<file path="config.mk">
export PLATFORM = sky130hd
export DESIGN_NAME = round_robin_process_scheduler
export DESIGN_NICKNAME = d
export VERILOG_FILES = /design/src/design/rrps_pkg.sv /design/src/design/round_robin_process_scheduler.sv
export VERILOG_INCLUDE_DIRS = /design/src /design/src/design
export SDC_FILE = /design/constraint.sdc
export NUM_CORES = 1
export LEC_CHECK = 0
export BUFFER_PORTS_ARGS = -buffer_cell sky130_fd_sc_hd__buf_2
export CAP_MARGIN = 20
export CORE_ASPECT_RATIO = 1.5
export CORE_MARGIN = 10
export CORE_UTILIZATION = 45
export DETAILED_ROUTE_END_ITERATION = 6
export PLACE_DENSITY = 0.63
export SYNTH_ARGS = -nofsm -noshare
export SYNTH_HDL_FRONTEND = slang
export SYNTH_SLANG_ARGS = --single-unit
export TNS_END_PERCENT = 10
</file>
<file path="constraint.sdc">
create_clock -name clock -period 4.06 [get_ports clock]
set_input_delay 0.609 -clock clock [delete_from_list [all_inputs] [get_ports clock]]
set_output_delay 0.609 -clock clock [all_outputs]
set_load 0.02 [all_outputs]
</file>
<file path="src/design/round_robin_process_scheduler_assert.svh">
// Assertion helpers for the process scheduler
`ifndef ROUND_ROBIN_PROCESS_SCHEDULER_ASSERT_SVH
`define ROUND_ROBIN_PROCESS_SCHEDULER_ASSERT_SVH

// same-cycle implication
`define RRPS_ASSERT_IMP(lbl, clk, rst, ante, cons, msg) \
   lbl: assert property (@(posedge clk) disable iff (rst) (ante) |-> (cons)) \
      else $error(msg);

// next-cycle implication
`define RRPS_ASSERT_NXT(lbl, clk, rst, ante, cons, msg) \
   lbl: assert property (@(posedge clk) disable iff (rst) (ante) |=> (cons)) \
      else $error(msg);

`endif

</file>
<file path="src/design/rrps_pkg.sv">
`timescale 1ns / 1ps
`default_nettype none

package rrps_pkg;

   // slot table geometry
   localparam int NUM_SLOTS = 8;
   localparam int SLOT_W    = 3;
   localparam int DATA_W    = 16;

   localparam logic [DATA_W-1:0] STACK_INIT = 16'hff00;
   // segment of slot s is (s + SEG_BASE) << 12
   localparam logic [SLOT_W:0]   SEG_BASE   = 4'd2;

   // request kinds
   localparam logic [2:0] REQ_TICK    = 3'd0;
   localparam logic [2:0] REQ_CREATE  = 3'd1;
   localparam logic [2:0] REQ_KILL    = 3'd2;
   localparam logic [2:0] REQ_TERM    = 3'd3;
   localparam logic [2:0] REQ_KILLALL = 3'd4;

   typedef logic [NUM_SLOTS-1:0] slot_mask_type;

endpackage

`default_nettype wire

</file>
<file path="src/design/round_robin_process_scheduler.sv">
`timescale 1ns / 1ps
`default_nettype none
//  channel | dir | handshake                   | payload
//  req     | in  | req_tvalid / req_tready      | req_tuser kind, req_tdata request fields
//  rsp     | out | rsp_tvalid / rsp_tready      | rsp_tuser flags, rsp_tdata result fields
//
//  A request is taken in the idle state, which issues the saved-stack
//  memory read; the read state then loads the output register from its data.
//  The result register frees the request side: a new request is taken
//  while an earlier result still waits, and a stalled result only holds
//  the read state of the next request. Reset is synchronous, active high;
//  the stack memory needs no clearing pass, per-slot valid bits stand in.

`include "round_robin_process_scheduler_assert.svh"

module round_robin_process_scheduler (
   input  wire logic        clock,
   input  wire logic        reset,
   input  wire logic        req_tvalid,
   output logic             req_tready,
   input  wire logic [39:0] req_tdata,  // segment_in[15:0], stack_in[31:16], kill_slot[34:32]
   input  wire logic [2:0]  req_tuser,  // req_type[2:0]
   output logic             rsp_tvalid,
   input  wire logic        rsp_tready,
   output logic [39:0]      rsp_tdata,  // segment_out[15:0], stack_out[31:16], slot_out[34:32]
   output logic [1:0]       rsp_tuser   // full_res[0], switched[1]
);

   localparam logic ST_IDLE = 1'b0;
   localparam logic ST_READ = 1'b1;

   localparam int SW = rrps_pkg::SLOT_W;
   localparam int DW = rrps_pkg::DATA_W;

   logic                        state_ff, state_in;
   rrps_pkg::slot_mask_type     slot_active_ff, slot_active_in;
   rrps_pkg::slot_mask_type     stack_valid_ff, stack_valid_in;
   logic [SW-1:0]               cur_ff, cur_in;

   // saved stack memory, one write and one read port
   logic [DW-1:0]               stack_mem [rrps_pkg::NUM_SLOTS];
   logic [DW-1:0]               mem_q_ff;
   logic                        mem_we;

   // request fields
   logic                        req_fire;
   logic [2:0]                  kind;
   logic [DW-1:0]               seg_in, sp_in;
   logic [SW-1:0]               kill_in;

   // search results
   logic                        owned;
   logic [SW-1:0]               pick;
   logic                        pick_found;
   logic [SW-1:0]               free_slot;
   logic                        free_found;

   // result captured at accept
   logic [DW-1:0]               pend_seg_ff, pend_seg_in;
   logic [DW-1:0]               pend_stack_ff, pend_stack_in;
   logic [SW-1:0]               pend_slot_ff, pend_slot_in;
   logic                        pend_full_ff, pend_full_in;
   logic                        pend_sw_ff, pend_sw_in;
   logic                        pend_mem_ff, pend_mem_in;

   // output register
   logic                        rsp_valid_ff;
   logic [DW-1:0]               rsp_seg_ff, rsp_stack_ff;
   logic [SW-1:0]               rsp_slot_ff;
   logic                        rsp_full_ff, rsp_sw_ff;
   logic                        load_rsp;

   assign req_tready = (state_ff == ST_IDLE);
   assign req_fire   = req_tvalid && req_tready;
   assign kind       = req_tuser;
   assign seg_in     = req_tdata[15:0];
   assign sp_in      = req_tdata[31:16];
   assign kill_in    = req_tdata[34:32];

   // interrupted segment belongs to the current slot
   assign owned = (seg_in[15:12] == ({1'b0, cur_ff} + rrps_pkg::SEG_BASE));

   // round-robin search: after current, wrapping to current itself
   always_comb begin
      logic [SW:0] idx_w;
      pick       = cur_ff;
      pick_found = 1'b0;
      idx_w      = '0;
      for (int k = rrps_pkg::NUM_SLOTS; k >= 1; k--) begin
         idx_w = {1'b0, cur_ff} + (SW+1)'(k);
         if (idx_w >= (SW+1)'(rrps_pkg::NUM_SLOTS)) begin
            idx_w = idx_w - (SW+1)'(rrps_pkg::NUM_SLOTS);
         end
         if (slot_active_ff[idx_w[SW-1:0]]) begin
            pick       = idx_w[SW-1:0];
            pick_found = 1'b1;
         end
      end
   end

   // lowest free slot
   always_comb begin
      free_slot  = '0;
      free_found = 1'b0;
      for (int i = rrps_pkg::NUM_SLOTS - 1; i >= 0; i--) begin
         if (!slot_active_ff[i]) begin
            free_slot  = SW'(i);
            free_found = 1'b1;
         end
      end
   end

   // table update and result capture at accept
   always_comb begin
      slot_active_in = slot_active_ff;
      stack_valid_in = stack_valid_ff;
      cur_in         = cur_ff;
      mem_we         = 1'b0;
      pend_seg_in    = pend_seg_ff;
      pend_stack_in  = pend_stack_ff;
      pend_slot_in   = pend_slot_ff;
      pend_full_in   = pend_full_ff;
      pend_sw_in     = pend_sw_ff;
      pend_mem_in    = pend_mem_ff;
      if (req_fire) begin
         pend_seg_in   = '0;
         pend_stack_in = '0;
         pend_slot_in  = '0;
         pend_full_in  = 1'b0;
         pend_sw_in    = 1'b0;
         pend_mem_in   = 1'b0;
         case (kind)
            rrps_pkg::REQ_TICK: begin
               if (owned) begin
                  mem_we                 = 1'b1;
                  stack_valid_in[cur_ff] = 1'b1;
               end
               if (pick_found) begin
                  cur_in       = pick;
                  pend_seg_in  = {({1'b0, pick} + rrps_pkg::SEG_BASE), 12'h000};
                  pend_slot_in = pick;
                  pend_sw_in   = 1'b1;
                  // forward the stack just saved, else memory or reset value
                  if (owned && (pick == cur_ff)) begin
                     pend_stack_in = sp_in;
                  end else if (stack_valid_ff[pick]) begin
                     pend_mem_in = 1'b1;
                  end else begin
                     pend_stack_in = rrps_pkg::STACK_INIT;
                  end
               end else begin
                  pend_seg_in   = seg_in;
                  pend_stack_in = sp_in;
                  pend_slot_in  = cur_ff;
               end
            end
            rrps_pkg::REQ_CREATE: begin
               if (free_found) begin
                  slot_active_in[free_slot] = 1'b1;
                  stack_valid_in[free_slot] = 1'b0;
                  pend_seg_in   = {({1'b0, free_slot} + rrps_pkg::SEG_BASE), 12'h000};
                  pend_stack_in = rrps_pkg::STACK_INIT;
                  pend_slot_in  = free_slot;
               end else begin
                  pend_full_in = 1'b1;
               end
            end
            rrps_pkg::REQ_KILL: begin
               if ({1'b0, kill_in} < (SW+1)'(rrps_pkg::NUM_SLOTS)) begin
                  slot_active_in[kill_in] = 1'b0;
               end
               pend_slot_in = kill_in;
            end
            rrps_pkg::REQ_TERM: begin
               slot_active_in[cur_ff] = 1'b0;
               stack_valid_in[cur_ff] = 1'b0;
               pend_slot_in           = cur_ff;
            end
            rrps_pkg::REQ_KILLALL: begin
               slot_active_in         = '0;
               stack_valid_in[cur_ff] = 1'b0;
               pend_slot_in           = cur_ff;
            end
            default: begin
            end
         endcase
      end
   end

   // sequencer
   assign load_rsp = (state_ff == ST_READ) && (!rsp_valid_ff || rsp_tready);

   always_comb begin
      state_in = state_ff;
      case (state_ff)
         ST_IDLE: begin
            if (req_fire) begin
               state_in = ST_READ;
            end
         end
         ST_READ: begin
            if (load_rsp) begin
               state_in = ST_IDLE;
            end
         end
         default: begin
            state_in = ST_IDLE;
         end
      endcase
   end

   // control registers
   always_ff @(posedge clock) begin
      if (reset) begin
         state_ff       <= ST_IDLE;
         slot_active_ff <= '0;
         stack_valid_ff <= '0;
         cur_ff         <= '0;
         rsp_valid_ff   <= 1'b0;
      end else begin
         state_ff       <= state_in;
         slot_active_ff <= slot_active_in;
         stack_valid_ff <= stack_valid_in;
         cur_ff         <= cur_in;
         if (load_rsp) begin
            rsp_valid_ff <= 1'b1;
         end else if (rsp_tready) begin
            rsp_valid_ff <= 1'b0;
         end
      end
   end

   // stack memory: write the interrupted stack, read the picked slot
   always_ff @(posedge clock) begin
      if (mem_we) begin
         stack_mem[cur_ff] <= sp_in;
      end
      if (req_fire) begin
         mem_q_ff <= stack_mem[pick];
      end
   end

   // payload registers
   always_ff @(posedge clock) begin
      pend_seg_ff   <= pend_seg_in;
      pend_stack_ff <= pend_stack_in;
      pend_slot_ff  <= pend_slot_in;
      pend_full_ff  <= pend_full_in;
      pend_sw_ff    <= pend_sw_in;
      pend_mem_ff   <= pend_mem_in;
      if (load_rsp) begin
         rsp_seg_ff   <= pend_seg_ff;
         rsp_stack_ff <= pend_mem_ff ? mem_q_ff : pend_stack_ff;
         rsp_slot_ff  <= pend_slot_ff;
         rsp_full_ff  <= pend_full_ff;
         rsp_sw_ff    <= pend_sw_ff;
      end
   end

   assign rsp_tvalid = rsp_valid_ff;
   assign rsp_tdata  = {5'b0, rsp_slot_ff, rsp_stack_ff, rsp_seg_ff};
   assign rsp_tuser  = {rsp_sw_ff, rsp_full_ff};

   // checks
   `RRPS_ASSERT_NXT(a_accept_reads, clock, reset, req_fire, state_ff == ST_READ,
      "accepted request did not enter the read cycle")
   `RRPS_ASSERT_NXT(a_tick_lands_active, clock, reset,
      req_fire && (kind == rrps_pkg::REQ_TICK) && (|slot_active_ff),
      slot_active_ff[cur_ff], "tick switched to an inactive slot")
   `RRPS_ASSERT_NXT(a_create_adds_one, clock, reset,
      req_fire && (kind == rrps_pkg::REQ_CREATE) && !(&slot_active_ff),
      $countones(slot_active_ff) == $past($countones(slot_active_ff)) + 1,
      "create did not activate exactly one slot")

endmodule

`default_nettype wire

</file>
==> results.md <==
* Nets at a little over 900
* Most used cell along the critical path: mux2i_1
* Routability cong. at 0.890
* WS Path Type: reg2reg
* CP max-delay cell: mux4_2
* CP endpoint kind: flop
* Clock buffer depth at 3
* Clock transition at path regs at ~60 ps
* Worst-Margin Slew at around 1000 ps
* Synth top area cells: edfxtp_1, mux2i_1, dfxtp_1, mux4_2, nand2_1
* Seq/Total Area, Yosys at between 60% and 70%
* Initial Util at between 40% and 50%
* Fin crit share at 94.6%
* Antenna fix cells at 0
* Most frequent cells in the layout: edfxtp_1, mux2i_1, buf_2
* Cells on worst reg2reg path at 13
* Cell depth of the worst hold path at 3
* PwrDens at approximately 400 nW/um^2
* Final hold vios at 0
* CTS root buffer: clkbuf_16
* DR vias/cell at around 5.6
* RSZ-0062 raised after global routing: no
* Max-Slew Margin vs Limit at 32.9%
* Critical R2R Capture: pend_stack_ff[13]
* R2R Setup Slk at between 200 and 250 ps
* Peak VDD IR at ~0.00025 V
* Max Slew Vio Count at 0
* Beginning of the worst hold path: req_tvalid
* FF+latch area at ~7000 um^2
* Setup Fix Bufs, Post-CTS at 0
* Pin count of the biggest net entering global routing at 39
* Die area at 30900 um^2
* CP delay by family, top: multiplexers
* Minimum clock period at 3840 ps
* Ys Warns at 0
* GRT Resource Usage Total at between 15 and 20%
* HPWL Detailed at 16.5 mm
* Pre-antenna DRT Iters at 5
* CP Data Required Time at ~4300 ps
* Io pins at 91
* Die height at approximately 210 um
* Clock skew at about 22 ps
* FF+latch count, synth at 240
* Area of the multi-input gates at 3580 um^2
* Area share of the largest cell type after synthesis at approximately three fifths
* Ratio of cells with drive above 1 in the final layout at between 20% and 30%
* Syn Area/Cell at about 14 um^2
* Worst-path cell chain: inv_1, ha_1, buf_4, mux2i_1, mux4_2, or3b_4, a31oi_4, xnor2_4, mux2i_1, mux2i_1, a211oi_4, buf_4, a211o_1
* Largest stage delay, worst path at 550 ps
* Core Region at 23700 um^2
* Pwr Total at between 5 and 6 mW
* Total number of vias at ~6700
* Max Freq at around 0.26 GHz
* WL final at ~25 mm
* Cells after synthesis at 786
* Avg WL per Cell at 20.6 um
* Routed Antenna Nets at 0
* Setup TNS at 0 ps
* Cell Area, Placed at roughly 12000 um^2
* CP Buf/Inv Count at 3
* Post-CTS Resized at 0
* Fillers at between 2000 and 2500
* Layout area overhead at 14.5%
* Input/output buffers at 80
* CTS sink count at 240
* Hold endpoint: state_ff
* Most common cell after layout, fill and taps aside: edfxtp_1
* First-pass GRT wire length at between 30 and 40 mm
* Fin area at about 12000 um^2
* Finish-stage setup viols at 0
* Core Util, Final at 52.4%
* Hold buffers post-CTS at 0
* Synth cell types at 63
* HP Class: in2reg
* Vias in the first global route at slightly below 7000
* Grt ovf at 0
* Cell leakage power at 4.69 nW
* Cell taking the most area after synthesis: edfxtp_1
* Startpoint Class: flop
* Drt initial violations at around 480
* CP Max Fanout at 8
* # rows at just under 70
* Status: finished, final reports clean
* Clock tree from TritonCTS: built
* CP Depth at 13
* EDFF count, synth at approximately 220
* # H-tree levels at 1
* Arrival time of the worst setup path at roughly 4000 ps
* Clk_lat worst skew at a little over 500 ps
* Async SR Flop Fraction at 0%
* Initial antenna violation count at 0
* Detailed-route DRC error count at 0
* Worst r2r src: cur_ff[1]
* Most used DFF post-synth: edfxtp_1
* Synthesized area at around 11000 um^2
* Die Span X at 147 um
* Num CTS Buffers at 23
* Max Cap Viol at 0
==> sequential cells by signal (all words and copies together), names as in the netlist, 3 cells and up <==
name and count:
stack_mem 128, mem_q_ff 16, pend_seg_ff 16, pend_stack_ff 16
rsp_seg_ff 16, rsp_stack_ff 16, slot_active_ff 8, stack_valid_ff 8
cur_ff 3, pend_slot_ff 3, rsp_slot_ff 3
==> synthesized netlist by cell type, drive strengths merged (9+ instances only) <==
| cell type | count |
|---|---|
| nor2 | 46 |
| edfxtp | 219 |
| o21ai | 17 |
| ha | 11 |
| inv | 18 |
| nor3 | 9 |
| a211oi | 13 |
| a21oi | 27 |
| mux4 | 14 |
| and3 | 13 |
| o2bb2ai | 17 |
| buf | 27 |
| and2 | 11 |
| nand2 | 72 |
| clkbuf | 30 |
| nand3 | 9 |
| mux2 | 21 |
| o22ai | 9 |
| a31oi | 25 |
| dfxtp | 21 |
| mux2i | 82 |
==> cell families (layout without fill, tap and decap cells) <==
logic type               after synthesis  count (layout)  share of synthesized area [%]
buffers and inverters                 75             177                           3.18
adder cells (fa/ha/maj)               11              11                           1.27
AO/OA/AOI/OAI                        147             147                           9.64
flip-flops                           240             240                           64.4
multiplexers                         117             117                           12.8
other                                  1               5                         0.0345
AND/OR/NAND/NOR                      185             185                           7.90
XOR/XNOR                              10              10                          0.806
==> worst register-to-register path, stage by stage, from the launching register on <==
cell	delay, ps
dfxtp_2	320
inv_1	80
ha_1	490
buf_4	190
mux2i_1	70
mux4_2	550
or3b_4	420
a31oi_4	290
xnor2_4	200
mux2i_1	110
mux2i_1	320
a211oi_4	100
buf_4	200
a211o_1	250
==> worst max-delay path by stage <==
stage                         to  slack [ps]  startpoint
6_report       pend_stack_ff[13]         220   cur_ff[1]
5_1_grt        pend_stack_ff[15]           8   cur_ff[1]
4_1_cts             mem_q_ff[15]         160   cur_ff[1]
3_5_place_dp        mem_q_ff[13]         170   cur_ff[1]
3_3_place_gp        mem_q_ff[13]         210   cur_ff[1]
2_1_floorplan       mem_q_ff[10]          50   cur_ff[1]
==> layout make-up <==
class	count	area share, %
clock inverters	9	0.412
well taps	319	3.21
inverters	18	0.543
flip-flops and latches	240	56.3
clock buffers	31	4.95
multi-input cells	475	28.8
repair buffers	119	5.83
==> per-stage QoR <==
step	worst slack (ps)	std cells	hold WS [ps]
3_3_place_gp	210	1171	400
4_1_cts	158	1211	378
2_1_floorplan	54.0	790	400
6_report	221	1211	393
3_5_place_dp	174	1171	405
5_1_grt	7.51	1211	389
==> power breakdown <==
| part | switching, mW | internal [mW] |
|---|---|---|
| Combinational | 0.205 | 0.106 |
| Clock | 0.861 | 1.06 |
| Sequential | 0.0226 | 2.77 |
==> layer usage <==
layer  wire, um  track usage, %  vias to the layer above
met5          0               0                        -
met4        648            4.85                        0
met3        883            1.97                       44
met2      13700            30.2                      150
met1       9690            18.1                     3352
li1           -               -                     3184
Note: power is estimated with default switching activity, not from simulation.
